==> src/rtl/core/mlpsig_pkg.sv <==
`default_nettype none
// ----------------------------------------------------------------------------
// mlpsig_pkg
// Shared types, word layouts and helper functions of the sigmoid MLP block.
// ----------------------------------------------------------------------------
package mlpsig_pkg;

    // Input word: a weight write or one sample element.
    typedef struct packed {
        logic               mode;
        logic [1:0]         layer_sel;
        logic [3:0]         src_index;
        logic [3:0]         dst_index;
        logic signed [15:0] weight_value;
        logic signed [15:0] sample_value;
        logic               sample_last;
    } t_in_item;

    // Output word: one activation of the final layer.
    typedef struct packed {
        logic [12:0] activation;
        logic [3:0]  out_index;
        logic        out_last;
    } t_out_item;

    // Mode codes of an input word.
    localparam logic MODE_WEIGHT = 1'b0;
    localparam logic MODE_SAMPLE = 1'b1;

    // Configuration register indexes.
    localparam logic [2:0] REG_LAYER_COUNT = 3'd0;
    localparam logic [2:0] REG_SIZE_FIRST  = 3'd1;
    localparam logic [2:0] REG_SIZE_LAST   = 3'd5;

    // Commands from the controller to the datapath.
    typedef struct packed {
        logic wr_weight;
        logic wr_sample;
        logic cnt_clear;
        logic mac_issue;
        logic mac_first;
        logic scale;
        logic dst_write;
        logic sel_b;
        logic out_load;
        logic out_last;
    } t_cmd;

    // Status from the datapath to the controller.
    typedef struct packed {
        logic out_stall;
    } t_sts;

    // Sigmoid at steps of 0.5, unsigned Q0.12.
    function automatic logic [12:0] sig_lut(input logic [4:0] idx);
        logic [12:0] v;
        unique case (idx)
            5'd0:    v = 13'd2048;
            5'd1:    v = 13'd2550;
            5'd2:    v = 13'd2994;
            5'd3:    v = 13'd3349;
            5'd4:    v = 13'd3608;
            5'd5:    v = 13'd3785;
            5'd6:    v = 13'd3902;
            5'd7:    v = 13'd3976;
            5'd8:    v = 13'd4022;
            5'd9:    v = 13'd4051;
            5'd10:   v = 13'd4069;
            5'd11:   v = 13'd4079;
            5'd12:   v = 13'd4086;
            5'd13:   v = 13'd4090;
            5'd14:   v = 13'd4092;
            5'd15:   v = 13'd4094;
            default: v = 13'd4095;
        endcase
        return v;
    endfunction

    // Clamp a size register into 1..cap.
    function automatic logic [4:0] clamp_size(input logic [4:0] v, input int cap);
        logic [4:0] r;
        if (v == 5'd0) begin
            r = 5'd1;
        end else if (int'(v) > cap) begin
            r = 5'(cap);
        end else begin
            r = v;
        end
        return r;
    endfunction

    // Clamp the layer count into 1..cap.
    function automatic logic [2:0] clamp_layers(input logic [2:0] v, input int cap);
        logic [2:0] r;
        if (v == 3'd0) begin
            r = 3'd1;
        end else if (int'(v) > cap) begin
            r = 3'(cap);
        end else begin
            r = v;
        end
        return r;
    endfunction

endpackage
`default_nettype wire

==> src/rtl/core/mlpsig_ctrl.sv <==
`default_nettype none
// ----------------------------------------------------------------------------
// mlpsig_ctrl
// Configuration registers and the state machine sequencing a forward pass.
// ----------------------------------------------------------------------------
module mlpsig_ctrl #(
    parameter int MAX_LAYERS  = 4,
    parameter int MAX_NEURONS = 16,
    parameter int LW  = 2,
    parameter int NIW = 4
) (
    input  wire logic             i_clk,
    input  wire logic             i_rst_n,
    input  wire logic             i_cfg_wr_en,
    input  wire logic [2:0]       i_cfg_index,
    input  wire logic [4:0]       i_cfg_data,
    input  wire logic             i_in_valid,
    input  wire logic             i_in_mode,
    input  wire logic             i_in_last,
    output logic                  o_in_ready,
    input  wire mlpsig_pkg::t_sts i_sts,
    output mlpsig_pkg::t_cmd      o_cmd,
    output logic [LW-1:0]         o_lay,
    output logic [NIW-1:0]        o_j,
    output logic [NIW-1:0]        o_k
);
    import mlpsig_pkg::*;

    localparam int NCAP = (MAX_NEURONS < 16) ? MAX_NEURONS : 16;
    localparam int LCAP = (MAX_LAYERS < 4) ? MAX_LAYERS : 4;
    localparam int NCW  = $clog2(NCAP + 1);

    typedef enum logic [2:0] {
        ST_IDLE, ST_MAC, ST_DRAIN_A, ST_DRAIN_B, ST_SCALE, ST_SIG, ST_OUT
    } t_state;

    t_state         r_state;
    logic [2:0]     r_cfg_layers;
    logic [4:0]     r_cfg_size [6];
    logic [LW-1:0]  r_l;
    logic [NIW-1:0] r_j;
    logic [NIW-1:0] r_k;
    logic [NCW-1:0] r_nsrc;
    logic [NCW-1:0] r_ndst;
    logic [2:0]     r_layers;

    logic           w_acc;
    logic           w_j_end;
    logic           w_k_end;
    logic           w_l_end;
    logic [2:0]     w_next_size;

    assign w_acc       = i_in_valid && o_in_ready;
    assign w_j_end     = NCW'(r_j) == (r_nsrc - NCW'(1));
    assign w_k_end     = NCW'(r_k) == (r_ndst - NCW'(1));
    assign w_l_end     = 3'(r_l) == (r_layers - 3'd1);
    // Size register of the layer that follows the current one.
    assign w_next_size = 3'(r_l) + 3'd3;

    assign o_in_ready = (r_state == ST_IDLE);
    assign o_lay      = r_l;
    assign o_j        = r_j;
    assign o_k        = r_k;

    // Command decode per state.
    always_comb begin
        o_cmd           = '0;
        o_cmd.sel_b     = r_l[0];
        o_cmd.mac_first = (r_j == '0);
        o_cmd.out_last  = w_k_end;
        unique case (r_state)
            ST_IDLE: begin
                o_cmd.wr_weight = w_acc && (i_in_mode == MODE_WEIGHT);
                o_cmd.wr_sample = w_acc && (i_in_mode == MODE_SAMPLE);
                o_cmd.cnt_clear = w_acc && (i_in_mode == MODE_SAMPLE) && i_in_last;
            end
            ST_MAC:   o_cmd.mac_issue = 1'b1;
            ST_SCALE: o_cmd.scale = 1'b1;
            ST_SIG:   o_cmd.dst_write = 1'b1;
            ST_OUT: begin
                o_cmd.sel_b    = r_layers[0];
                o_cmd.out_load = !i_sts.out_stall;
            end
            default: o_cmd = '0;
        endcase
    end

    // Configuration registers.
    always_ff @(posedge i_clk) begin
        if (!i_rst_n) begin
            r_cfg_layers <= 3'd1;
            for (int i = 0; i < 6; i++) begin
                r_cfg_size[i] <= 5'd16;
            end
        end else if (i_cfg_wr_en) begin
            if (i_cfg_index == REG_LAYER_COUNT) begin
                r_cfg_layers <= i_cfg_data[2:0];
            end else if (i_cfg_index <= REG_SIZE_LAST) begin
                r_cfg_size[i_cfg_index] <= i_cfg_data;
            end
        end
    end

    // Pass sequencer: MAC over sources, drain, scale, sigmoid, then output.
    always_ff @(posedge i_clk) begin
        if (!i_rst_n) begin
            r_state  <= ST_IDLE;
            r_l      <= '0;
            r_j      <= '0;
            r_k      <= '0;
            r_nsrc   <= NCW'(1);
            r_ndst   <= NCW'(1);
            r_layers <= 3'd1;
        end else begin
            unique case (r_state)
                ST_IDLE: begin
                    if (w_acc && (i_in_mode == MODE_SAMPLE) && i_in_last) begin
                        r_state  <= ST_MAC;
                        r_l      <= '0;
                        r_j      <= '0;
                        r_k      <= '0;
                        r_nsrc   <= NCW'(clamp_size(r_cfg_size[REG_SIZE_FIRST], NCAP));
                        r_ndst   <= NCW'(clamp_size(r_cfg_size[3'd2], NCAP));
                        r_layers <= clamp_layers(r_cfg_layers, LCAP);
                    end
                end
                ST_MAC: begin
                    if (w_j_end) begin
                        r_j     <= '0;
                        r_state <= ST_DRAIN_A;
                    end else begin
                        r_j <= r_j + NIW'(1);
                    end
                end
                ST_DRAIN_A: r_state <= ST_DRAIN_B;
                ST_DRAIN_B: r_state <= ST_SCALE;
                ST_SCALE:   r_state <= ST_SIG;
                ST_SIG: begin
                    if (w_k_end) begin
                        r_k <= '0;
                        if (w_l_end) begin
                            r_state <= ST_OUT;
                        end else begin
                            r_l     <= r_l + LW'(1);
                            r_nsrc  <= r_ndst;
                            r_ndst  <= NCW'(clamp_size(r_cfg_size[w_next_size], NCAP));
                            r_state <= ST_MAC;
                        end
                    end else begin
                        r_k     <= r_k + NIW'(1);
                        r_state <= ST_MAC;
                    end
                end
                ST_OUT: begin
                    if (!i_sts.out_stall) begin
                        if (w_k_end) begin
                            r_k     <= '0;
                            r_state <= ST_IDLE;
                        end else begin
                            r_k <= r_k + NIW'(1);
                        end
                    end
                end
                default: r_state <= ST_IDLE;
            endcase
        end
    end

endmodule
`default_nettype wire

==> config.mk <==
export PLATFORM = sky130hd
export DESIGN_NAME = mlpsig_ctrl
export DESIGN_NICKNAME = d
export VERILOG_FILES = /design/src/rtl/core/mlpsig_pkg.sv /design/src/rtl/core/mlpsig_ctrl.sv
export SDC_FILE = /design/constraint.sdc
export NUM_CORES = 1
export LEC_CHECK = 0
export BUFFER_PORTS_ARGS = -buffer_cell sky130_fd_sc_hd__buf_2
export CORE_MARGIN = 2
export CORE_UTILIZATION = 37
export DETAILED_ROUTE_END_ITERATION = 7
export PLACE_DENSITY = 0.61
export SLEW_MARGIN = 20
export SYNTH_ARGS = -nofsm -noshare
export SYNTH_HDL_FRONTEND = slang
export SYNTH_SLANG_ARGS = --single-unit
export TNS_END_PERCENT = 5
==> constraint.sdc <==
create_clock -name i_clk -period 3.3 [get_ports i_clk]
set_clock_uncertainty 0.05 [all_clocks]
set_input_delay 0.33 -clock i_clk [delete_from_list [all_inputs] [get_ports i_clk]]
set_output_delay 0.33 -clock i_clk [all_outputs]
set_load 0.05 [all_outputs]
==> metrics.md <==
| Metric | Value |
|---|---|
| Worst path bufs/invs | `2` |
| EDFF count, synth | `40` |
| Post-synth top area cell | `edfxtp_1` |
| Setup Crit Path Kind | `reg -> out` |
| Detail Placement HPWL | `roughly 5400 um` |
| Tcrit/Tclk final | `0.772` |
| # hold bufs at CTS | `0` |
| Worst skew pair latency | `between 0.3 and 0.4 ns` |
| TritonCTS Buffers | `9` |
| CP max stage delay | `0.41 ns` |
| Starting density of the core | `0.381` |
| Flops & latches, synth | `69` |
| Post-CTS Setup Bufs | `0` |
| Worst ir drop on vdd | `257 uV` |
| Post-route setup TNS | `0 ns` |
| Chip height | `102 um` |
| Die area | `approximately 10,000 um^2` |
| First-pass GRT wire length | `between 10,000 and 15,000 um` |
| DRT Wirelength | `around 7600 um` |
| Family with the most delay on the worst path | `compound AO/OA/AOI/OAI gates` |
| Syn-to-layout area delta | `15.1%` |
| Post-Syn Area | `between 3000 and 4000 um^2` |
| Largest net degree at the start of global routing | `23` |
| Top-count cell post-synth | `edfxtp_1` |
| DR vias/cell | `around 5` |
| Max-Cap Viols | `0` |
| H-tree depth | `3` |
| ANT nets after route | `0` |
| Final Util | `0.439` |
| Area of the core | `about 9200 um^2` |
| Worst Path Arrival | `around 2.2 ns` |
| Grt met1 use | `0.217` |
| Top Usage Layer GRT | `met2` |
| N_diodes | `0` |
| Final instance area | `between 4000 and 5000 um^2` |
| Clk slew on worst S/H paths | `around 0.09 ns` |
| WL/cell | `~15 um` |
| Unrepaired setup endpoints after global routing | `no` |
| Main synth FF type | `edfxtp_1` |
| Clk Tree Root Cell | `clkbuf_8` |
| Top cells by area, synth | `edfxtp_1, dfxtp_1, mux4_2` |
| Synth top area share | `0.341` |
| Status | `completed` |
| Detailed-route DRC error count | `0` |
| CTS tree | `built` |
| CP cell instances | `inv_1 > ha_1 > xor2_1 > o32ai_2 > o2111ai_4 > a21oi_1 > buf_2` |
| GRT Util Overall | `0.159` |
| Drt pass-1 iters | `4` |
| Gr ovfl total | `0` |
| Hold/Removal Path Class | `in -> reg` |
| DR vias | `approximately 2,500` |
| Syn Area/Cell | `~11 um^2` |
| Lkg Pwr | `1.56 nW` |
| GR met3 Demand/Resource | `0.0421` |
| IO Count | `36` |
| Post-Synthesis Cells | `324` |
| Initial DRC count | `around 160` |
| Nets | `between 300 and 400` |
| Row count | `35` |
| Min Tclk post-route | `2.55 ns` |
| Post-DP Area | `around 3900 um^2` |
| Worst Setup End Kind | `output port` |
| Ys async rst share | `0` |
| Final max-slew violation count | `0` |
| Initial antenna violation count | `0` |
| Max Buffers Root-to-Sink | `2` |
| Critical path launch point type | `flop` |
| Routability cong. | `0.832` |
| Max-slew headroom | `0.474` |
| Leading cell types by count after synthesis | `edfxtp_1, nor2_1, dfxtp_1, nand2_1, and2_1` |
| Port buffer count | `35` |
| Power Dens Cells | `between 400 and 500 nW/um^2` |
| Final Setup Violations | `0` |
| Crit-path slowest cell | `dfxtp_1` |
| Hold Violations, Final | `0` |
| Achievable Freq | `between 300 and 400 MHz` |
| YS warnings | `0` |
| CTS sink count | `69` |
| Crit-path max FO | `7` |
| Cts repair resizes | `0` |
| Met2 global-route usage | `0.244` |
| Slew @ Worst Pin | `between 0.7 and 0.8 ns` |
| Sequential fraction of the synthesis area | `0.506` |
| Vias in the first global route | `2,398` |
| Worst path required time | `2.92 ns` |
| Post-synth cell types | `52` |
| Share of cells above drive strength 1 | `0.190` |
| Chip width | `between 100 and 150 um` |
==> flip-flops by register name (all words and copies together) (netlist names) <==
register	flops
r_ndst	5
r_layers	3
o_lay	2
r_cfg_layers	3
r_state	3
r_cfg_size	40
o_j	4
o_k	4
r_nsrc	5
==> worst paths after layout <==
| check | start | to | depth (start not counted) | slack [ns] |
|---|---|---|---|---|
| worst max-delay path | r_ndst[0] | o_cmd[0] | 7 | 0.75 |
| worst min-delay path | i_cfg_data[0] | r_cfg_layers[0] | 3 | 0.25 |
| worst max register to register | o_lay[1] | r_ndst[0] | 8 | 0.93 |
| worst min register to register | r_layers[2] | r_layers[2] | 2 | 0.42 |
==> metrics by stage <==
stage / hold WS (ns) / setup slack, ns / cells / power, mW
after floorplan: 0.392 / 0.476 / 337 / 1.30
after global placement: 0.410 / 0.963 / 492 / 1.38
after detailed placement: 0.413 / 0.937 / 492 / 1.39
after CTS: 0.244 / 0.714 / 508 / 2.04
after global routing: 0.267 / 0.612 / 508 / 2.12
final: 0.253 / 0.753 / 508 / 2.02
==> cells by family after synthesis <==
| family | count (synthesis) | share of synthesized area |
|---|---|---|
| AO/OA/AOI/OAI | 59 | 0.122 |
| other | 2 | 0.00213 |
| XOR/XNOR | 17 | 0.0422 |
| adder cells (fa/ha/maj) | 7 | 0.0248 |
| AND/OR/NAND/NOR | 125 | 0.183 |
| multiplexers | 18 | 0.0870 |
| flip-flops | 69 | 0.506 |
| buffers and inverters | 27 | 0.0330 |
==> report_power, final <==
group / switching [mW] / internal [mW]
combinational: 0.231 / 0.119
clock: 0.369 / 0.283
sequential: 0.0547 / 0.965
total: 0.655 / 1.37
==> cell type report <==
class / count / area (um^2)
repair buffers: 39 / 205
flip-flops and latches: 69 / 1780
well taps: 129 / 161
clock inverters: 7 / 57.6
multi-input cells: 241 / 1680
inverters: 14 / 52.6
fillers: 895 / 5180
clock buffers: 9 / 124
==> worst reg2reg max path, delay by kind of cell, from the launching register on <==
kind	cells	cell delay [ns]
buffers and inverters	1	0.06
multiplexers	1	0.57
flip-flops	1	0.39
AND/OR/NAND/NOR	2	0.14
AO/OA/AOI/OAI	3	0.51
adder cells (fa/ha/maj)	1	0.59
==> placed cells by master, fill, tap and decap left out, types with 9 or more instances in the layout <==
cell      Yosys  final
a21oi_1      19     19
nand2_1      29     29
xor2_1       12     12
inv_1        12     12
conb_1        2     15
mux4_2       10     10
and2_1       22     22
nor2_1       30     30
edfxtp_1     40     40
buf_2         6     35
dfxtp_1      29     29
clkbuf_8      0      9
==> metal layers <==
layer | up-vias | part of all wire
met5 | - | 0
met4 | 0 | 0.0080
met1 | 1224 | 0.49
met2 | 47 | 0.48
li1 | 1258 | -
met3 | 2 | 0.028
Note: power is estimated with default switching activity, not from simulation.
